--- src/rtl/core/k35lpf_pkg.sv ---
package k35lpf_pkg;

  localparam int DEF_CHANNELS = 2;
  localparam int TANH_N       = 129;
  localparam int SAMPLE_W     = 24;
  localparam int CFG_ADDR_W   = 3;
  localparam int CFG_DATA_W   = 32;

  // register indexes of the write port
  typedef enum logic [CFG_ADDR_W-1:0] {
    CFG_G_COEF      = 3'd0,
    CFG_K_COEF      = 3'd1,
    CFG_SAT_GAIN    = 3'd2,
    CFG_LPF_FB_GAIN = 3'd3,
    CFG_HPF_FB_GAIN = 3'd4,
    CFG_NORM_GAIN   = 3'd5,
    CFG_INV_K       = 3'd6
  } cfg_idx_t;

  // datapath step issued by the controller
  typedef enum logic [4:0] {
    ST_NONE,
    ST_LOAD,
    ST_LP1_MUL,
    ST_LP1_UPD,
    ST_FBH,
    ST_FBL,
    ST_NORM_MUL,
    ST_NORM_RES,
    ST_TANH_IDX,
    ST_TANH_MUL,
    ST_TANH_RES,
    ST_LP2_MUL,
    ST_LP2_UPD,
    ST_K_MUL,
    ST_K_RES,
    ST_HP_MUL,
    ST_HP_UPD,
    ST_OUT,
    ST_ZERO
  } step_t;

  typedef struct packed {
    step_t step;
  } dp_cmd_t;

  typedef struct packed {
    logic chan_ok;
  } dp_status_t;

  // tanh(i/16) as unsigned Q0.28, built from a rounded exp(-1/8) recurrence
  typedef logic [27:0] tanh_tab_t [0:TANH_N-1];

  // shift and subtract quotient, only used while building the table
  function automatic logic [63:0] udiv64(input logic [63:0] n, input logic [63:0] d);
    logic [63:0] q;
    logic [64:0] r;
    q = '0;
    r = '0;
    for (int b = 63; b >= 0; b--) begin
      r = {r[63:0], n[b]};
      if (r >= {1'b0, d}) begin
        r    = r - {1'b0, d};
        q[b] = 1'b1;
      end
    end
    return q;
  endfunction

  function automatic tanh_tab_t build_tanh_tab();
    tanh_tab_t   tab;
    logic [63:0] p;
    logic [63:0] den;
    logic [63:0] num;
    p = 64'd1 << 32;
    for (int i = 0; i < TANH_N; i++) begin
      den    = (64'd1 << 32) + p;
      num    = ((64'd1 << 32) - p) << 28;
      tab[i] = 28'(udiv64(num + (den >> 1), den));
      p      = (p * 64'd3790295335 + (64'd1 << 31)) >> 32;
    end
    return tab;
  endfunction

  localparam tanh_tab_t TANH_TAB = build_tanh_tab();

endpackage

--- src/rtl/core/k35lpf_ctrl.sv ---
module k35lpf_ctrl
  import k35lpf_pkg::*;
(
  input  logic       clk,
  input  logic       rst,
  input  logic       in_valid,
  output logic       in_ready,
  output logic       out_valid,
  input  logic       out_ready,
  input  dp_status_t status,
  output dp_cmd_t    cmd
);

  typedef enum logic [17:0] {
    S_IDLE     = 18'b000000000000000001,
    S_LP1_MUL  = 18'b000000000000000010,
    S_LP1_UPD  = 18'b000000000000000100,
    S_FBH      = 18'b000000000000001000,
    S_FBL      = 18'b000000000000010000,
    S_NORM_MUL = 18'b000000000000100000,
    S_NORM_RES = 18'b000000000001000000,
    S_TANH_IDX = 18'b000000000010000000,
    S_TANH_MUL = 18'b000000000100000000,
    S_TANH_RES = 18'b000000001000000000,
    S_LP2_MUL  = 18'b000000010000000000,
    S_LP2_UPD  = 18'b000000100000000000,
    S_K_MUL    = 18'b000001000000000000,
    S_K_RES    = 18'b000010000000000000,
    S_HP_MUL   = 18'b000100000000000000,
    S_HP_UPD   = 18'b001000000000000000,
    S_OUT      = 18'b010000000000000000,
    S_ZERO     = 18'b100000000000000000
  } state_t;

  state_t state, state_next;
  logic   out_free;
  logic   accept;

  assign in_ready = (state == S_IDLE);
  assign accept   = in_valid && in_ready;
  assign out_free = !out_valid || out_ready;

  // sequence and step select
  always_comb begin
    state_next = state;
    cmd.step   = ST_NONE;
    unique case (state)
      S_IDLE: begin
        if (accept) begin
          cmd.step   = ST_LOAD;
          state_next = status.chan_ok ? S_LP1_MUL : S_ZERO;
        end
      end
      S_LP1_MUL:  begin cmd.step = ST_LP1_MUL;  state_next = S_LP1_UPD;  end
      S_LP1_UPD:  begin cmd.step = ST_LP1_UPD;  state_next = S_FBH;      end
      S_FBH:      begin cmd.step = ST_FBH;      state_next = S_FBL;      end
      S_FBL:      begin cmd.step = ST_FBL;      state_next = S_NORM_MUL; end
      S_NORM_MUL: begin cmd.step = ST_NORM_MUL; state_next = S_NORM_RES; end
      S_NORM_RES: begin cmd.step = ST_NORM_RES; state_next = S_TANH_IDX; end
      S_TANH_IDX: begin cmd.step = ST_TANH_IDX; state_next = S_TANH_MUL; end
      S_TANH_MUL: begin cmd.step = ST_TANH_MUL; state_next = S_TANH_RES; end
      S_TANH_RES: begin cmd.step = ST_TANH_RES; state_next = S_LP2_MUL;  end
      S_LP2_MUL:  begin cmd.step = ST_LP2_MUL;  state_next = S_LP2_UPD;  end
      S_LP2_UPD:  begin cmd.step = ST_LP2_UPD;  state_next = S_K_MUL;    end
      S_K_MUL:    begin cmd.step = ST_K_MUL;    state_next = S_K_RES;    end
      S_K_RES:    begin cmd.step = ST_K_RES;    state_next = S_HP_MUL;   end
      S_HP_MUL:   begin cmd.step = ST_HP_MUL;   state_next = S_HP_UPD;   end
      S_HP_UPD:   begin cmd.step = ST_HP_UPD;   state_next = S_OUT;      end
      S_OUT: begin
        if (out_free) begin
          cmd.step   = ST_OUT;
          state_next = S_IDLE;
        end
      end
      S_ZERO: begin
        if (out_free) begin
          cmd.step   = ST_ZERO;
          state_next = S_IDLE;
        end
      end
      default: state_next = S_IDLE;
    endcase
  end

  // state and output valid
  always_ff @(posedge clk) begin
    if (rst) begin
      state     <= S_IDLE;
      out_valid <= 1'b0;
    end else begin
      state <= state_next;
      if (cmd.step == ST_OUT || cmd.step == ST_ZERO) begin
        out_valid <= 1'b1;
      end else if (out_ready) begin
        out_valid <= 1'b0;
      end
    end
  end

endmodule

--- config.mk ---
export PLATFORM = sky130hd
export DESIGN_NAME = k35lpf_ctrl
export DESIGN_NICKNAME = d
export VERILOG_FILES = /design/src/rtl/core/k35lpf_pkg.sv /design/src/rtl/core/k35lpf_ctrl.sv
export SDC_FILE = /design/constraint.sdc
export NUM_CORES = 1
export LEC_CHECK = 0
export BUFFER_PORTS_ARGS = -buffer_cell sky130_fd_sc_hd__buf_4
export CAP_MARGIN = 0
export CORE_UTILIZATION = 55
export DETAILED_ROUTE_END_ITERATION = 16
export PLACE_DENSITY_LB_ADDON = 0.12
export REMOVE_ABC_BUFFERS = 1
export SYNTH_ARGS = -nofsm -noshare
export SYNTH_HDL_FRONTEND = slang
export SYNTH_SLANG_ARGS = --single-unit
--- constraint.sdc ---
create_clock -name clk -period 4.95 [get_ports clk]
set_input_delay 0.99 -clock clk [delete_from_list [all_inputs] [get_ports clk]]
set_output_delay 0.99 -clock clk [all_outputs]
set_load 0.02 [all_outputs]
Yosys cells after proc, flatten, opt, wreduce, memory -nomap -nowiden --
Cells that the tools add are included.
Cells by class: reduce and logical (&&, ||, !) cells 7, muxes and demuxes 10, equal/unequal tests 22
Operators with widths (number):
- case mux 18 bit (17 select lines) | 1
- case mux 5 bit (18 select lines) | 1
- 2-to-1 mux 18 bit | 3
- equality test 18 x 1 -> 1 bit (second input constant) | 1
- equality test 18 x 10 -> 1 bit (second input constant) | 1
- equality test 18 x 11 -> 1 bit (second input constant) | 1
- equality test 18 x 12 -> 1 bit (second input constant) | 1
- equality test 18 x 13 -> 1 bit (second input constant) | 1
- equality test 18 x 14 -> 1 bit (second input constant) | 1
- equality test 18 x 15 -> 1 bit (second input constant) | 1
- equality test 18 x 16 -> 1 bit (second input constant) | 1
- equality test 18 x 17 -> 1 bit (second input constant) | 1
- equality test 18 bit (second input constant) | 1
- equality test 18 x 2 -> 1 bit (second input constant) | 1
- equality test 18 x 3 -> 1 bit (second input constant) | 1
- equality test 18 x 4 -> 1 bit (second input constant) | 1
- equality test 18 x 5 -> 1 bit (second input constant) | 1
- equality test 18 x 6 -> 1 bit (second input constant) | 1
- equality test 18 x 7 -> 1 bit (second input constant) | 1
- equality test 18 x 8 -> 1 bit (second input constant) | 1
- equality test 18 x 9 -> 1 bit (second input constant) | 1
- equality test 5 bit (second input constant) | 2
- 2-to-1 mux 5 bit | 2
- inequality test 2 x 1 -> 1 bit (second input constant) | 2
- 7 further kinds | 10
Word-level totals: output and inout port bits 7, bits of input ports 5, logic and storage cells 41, flip-flop bits (word level) 19

Logic depth before layout (Yosys ltp) --
depth after elaboration 7, gate-level depth with buffers 8, mapped depth without buffers 5

Least setup slack after synthesis --
Ideal clock, no wire load.
kind register -> output, start register state[10], end output cmd[0] in the netlist's numbering, cell stages (with the launch flop) 8, arrival time 2233 ps, data required time 3960 ps, path slack 1727 ps, buffers on the path 2, cells stage by stage dfxtp_1 buf_6 or4_1 buf_2 or4_4 nor2_1 a32oi_1 nand4_1
RTL lines:
- from (decl) | RTL line k35lpf_ctrl.sv:35 | state_t state, state_next;
- from (signal assigned) | RTL line k35lpf_ctrl.sv:91 | state <= state_next;
- to (decl) | RTL line k35lpf_ctrl.sv:11 | output dp_cmd_t cmd

==> results.yml <==
run_status:
  status: "finished clean"
grt:
  grt_first_pass_wirelength_um: 3480
  antenna_found_initial: 0
  via_count_of_the_first_global_routing_pass: 819
  global_route_usage_over_all_layers_pct: 23.6
  globalRouteOverflowTotal: 0
  grt_max_degree: 12
min_path:
  type_of_the_worst_min_delay_path: "reg2reg"
worst_setup_path:
  critPathTopFamily: "simple AND/OR/NAND/NOR gates"
  cp-start-kind: "register"
  timing.critical_path.required_ps: 3960
  max_stage_delay_ps: 690
  setup.worst_path.class: "reg2out"
  crit_buf_inv: 1
  data_arrival_time_at_the_worst_slack_endpoint_ps: 2610
  list_of_cells_traversed_by_the_critical_path: "or4_1, nor4_1, nand4b_1, and3_1, nand4_1, buf_4"
  worstPathMaxFanout: 7
  critical_path.endpoint_type: "output port"
  cp_slowest_cell: "or4_1"
finish:
  area_growth_syn_to_layout_pct: 9.98
  drive_gt1_share_pct: 16.3
  multiInputGateArea_um2: 621
  fillerInstances: 156
  antennaDiodeCount: 0
  seqCellArea_um2: 380
  finalNetCount: 135
cts:
  post_cts_repair_resize_count: 0
  tritoncts: "done"
  cts.root.buffer_cell: "clkbuf_4"
  clock-sinks: 19
  ctsLongestPathBuffers: 2
  clk_latency_worst_skew_pair_ps: 290
  numCtsBuffers: 3
  worst_setup_hold_path_clk_slew_ps: 100
  cts.hold.buffers_added: 0
  clock_tree.htree_level_count: 1
  post_cts.repair.setup_buffers: 0
synthesis:
  ff_latch_count_synth: 19
  post_synth_most_frequent_cells: "dfxtp_1 (19), nor2_1 (17), or4_1 (7)"
  synth_cell_types: 40
  synthesis.instances: 119
  ys_warn_count: 0
  postSynth.asyncResetShare_pct: 0
  number_of_enable_flip_flop_cells_after_synthesis: 0
  syn-cell-area_um2: 1040
  yosys_most_used_dff: "dfxtp_1"
  synth_seq_area_share_pct: 36.5
  synth_top_area_cell: "dfxtp_1"
  yosys-top-cells-area: "dfxtp_1 (37%), nor2_1 (6.1%), or4_1 (5.0%), nand3b_1 (3.6%), nor4_1 (3.6%)"
  synthesis.area_per_instance_um2: 8.75
  post-synth-top-count-cell: "dfxtp_1"
  synth_top_area_share_pct: 36.5
job:
  drv_cap: 0
floorplan:
  number_of_top_level_design_ports: 12
  floorplan.initialDensity_pct: 59.6
  placementRows: 15
  floorplan.die_area_um2: 2070
  die_w_um: 45.5
  design.core.area_um2: 1750
  die_h_um: 45.5
placement:
  place_worst_setup_slack_ps: 1720
  routabilityCongestion: 0.858
  io_buffers: 11
  dp_hpwl_um: 1780
routing:
  detail_route.drc_violations: 0
  drt_pass1_iterations: 4
  detail_route.wirelength_um: 2330
  vias: 965
  route.antenna.remaining_nets: 0
  detail_route.vias_per_cell: 6.27
  wl_per_cell_um: 15.2
  drt_iter0_markers: 36
sta:
  period_share_pct: 72.7
  grt_setup_unrepaired: "no"
  fin_worst_skew_ps: 2.34
  timing_worst_slew_pin_value_ps: 573
  fmax_ghz: 0.278
  slew_violations: 0
  totalNegativeSetupSlack_ps: 0
  timing.final.ws_setup_ps: 1350
  finalCriticalPeriod_ps: 3600
  finalSetupViolCount: 0
  slew_headroom_pct: 61.4
  finalHoldViolCount: 0
pwr:
  power-per-cell-area_nw_per_um2: 251
  p_leak_nw: 0.477
  vdd_ir_drop_max_v: 0.000196
[worst reg2reg max path: cells and delay by family, from the launching register on]
kind | cells | cell delay, ps
flip-flops | 1 | 360
AND/OR/NAND/NOR | 5 | 1900
[layout make-up]
type,instances,share of cell area (%)
multi-input cells,94,54.2
well taps,25,2.73
repair buffers,11,7.21
inverters,1,0.328
clock buffers,4,2.30
flip-flops and latches,19,33.2
[final timing paths]
path / from / end / slack [ps] / cells past startpoint
min reg2reg: out_valid$_SDFFE_PP0P_ / out_valid$_SDFFE_PP0P_ / 510 / 2
max: state[12]$_SDFFE_PP0P_ / cmd[0] / 1350 / 6
min: out_valid$_SDFFE_PP0P_ / out_valid$_SDFFE_PP0P_ / 510 / 2
max reg2reg: state[12]$_SDFFE_PP0P_ / state[10]$_SDFFE_PP0P_ / 2580 / 5
[sequential cells by signal, indices dropped and copies added (netlist names)]
name	flops
state	18
out_valid	1
[power breakdown]
part | internal [mW] | switching [mW]
combinational | 0.0217 | 0.0305
sequential | 0.155 | 0.00349
clock | 0.0313 | 0.0455
[metrics by stage]
step / instance area [um^2] / util [%] / hold slack (ps) / instances / power, mW
2_1_floorplan: 1000 / - / 483 / 114 / 0.197
3_3_place_gp: 1120 / 64.1 / 500 / 150 / 0.214
3_5_place_dp: 1120 / 64.1 / 498 / 150 / 0.214
4_1_cts: 1140 / 65.6 / 518 / 154 / 0.290
5_1_grt: 1140 / 65.6 / 541 / 154 / 0.300
6_report: 1140 / 65.6 / 513 / 154 / 0.288
[routing by layer]
| layer | vias to the layer above | part of all wire [%] | global-route usage [%] |
|---|---|---|---|
| met4 | 0 | 1.8 | 11.5 |
| met2 | 30 | 48 | 38.9 |
| met5 | - | 0 | 0 |
| met1 | 456 | 45 | 30.2 |
| met3 | 6 | 5.4 | 2.78 |
| li1 | 473 | - | - |
[placed cells by master, fill, tap and decap left out, drive strengths merged, types with 2 or more instances in the layout]
| cell type | n |
|---|---|
| clkbuf | 4 |
| or4 | 8 |
| nor2 | 17 |
| buf | 11 |
| nand4 | 4 |
| or2 | 2 |
| a21oi | 4 |
| nand4b | 3 |
| nand2 | 4 |
| or3 | 3 |
| nor3 | 4 |
| dfxtp | 19 |
| xnor2 | 4 |
| and4b | 2 |
| nand2b | 5 |
| and3 | 5 |
| nor4 | 6 |
| o21ai | 2 |
| nand3b | 5 |
| xor2 | 2 |
[cells by family (layout without fill, tap and decap cells)]
kind of cell | after synthesis | after routing | synth area share [%]
AOI/OAI and AO/OA | 13 | 13 | 8.17
xor gates and xnor gates | 6 | 6 | 5.05
buffers and inverters | 6 | 16 | 3.85
DFF | 19 | 19 | 36.5
and+or+nand+nor | 75 | 75 | 46.4
(Power assumes the default switching activity.)
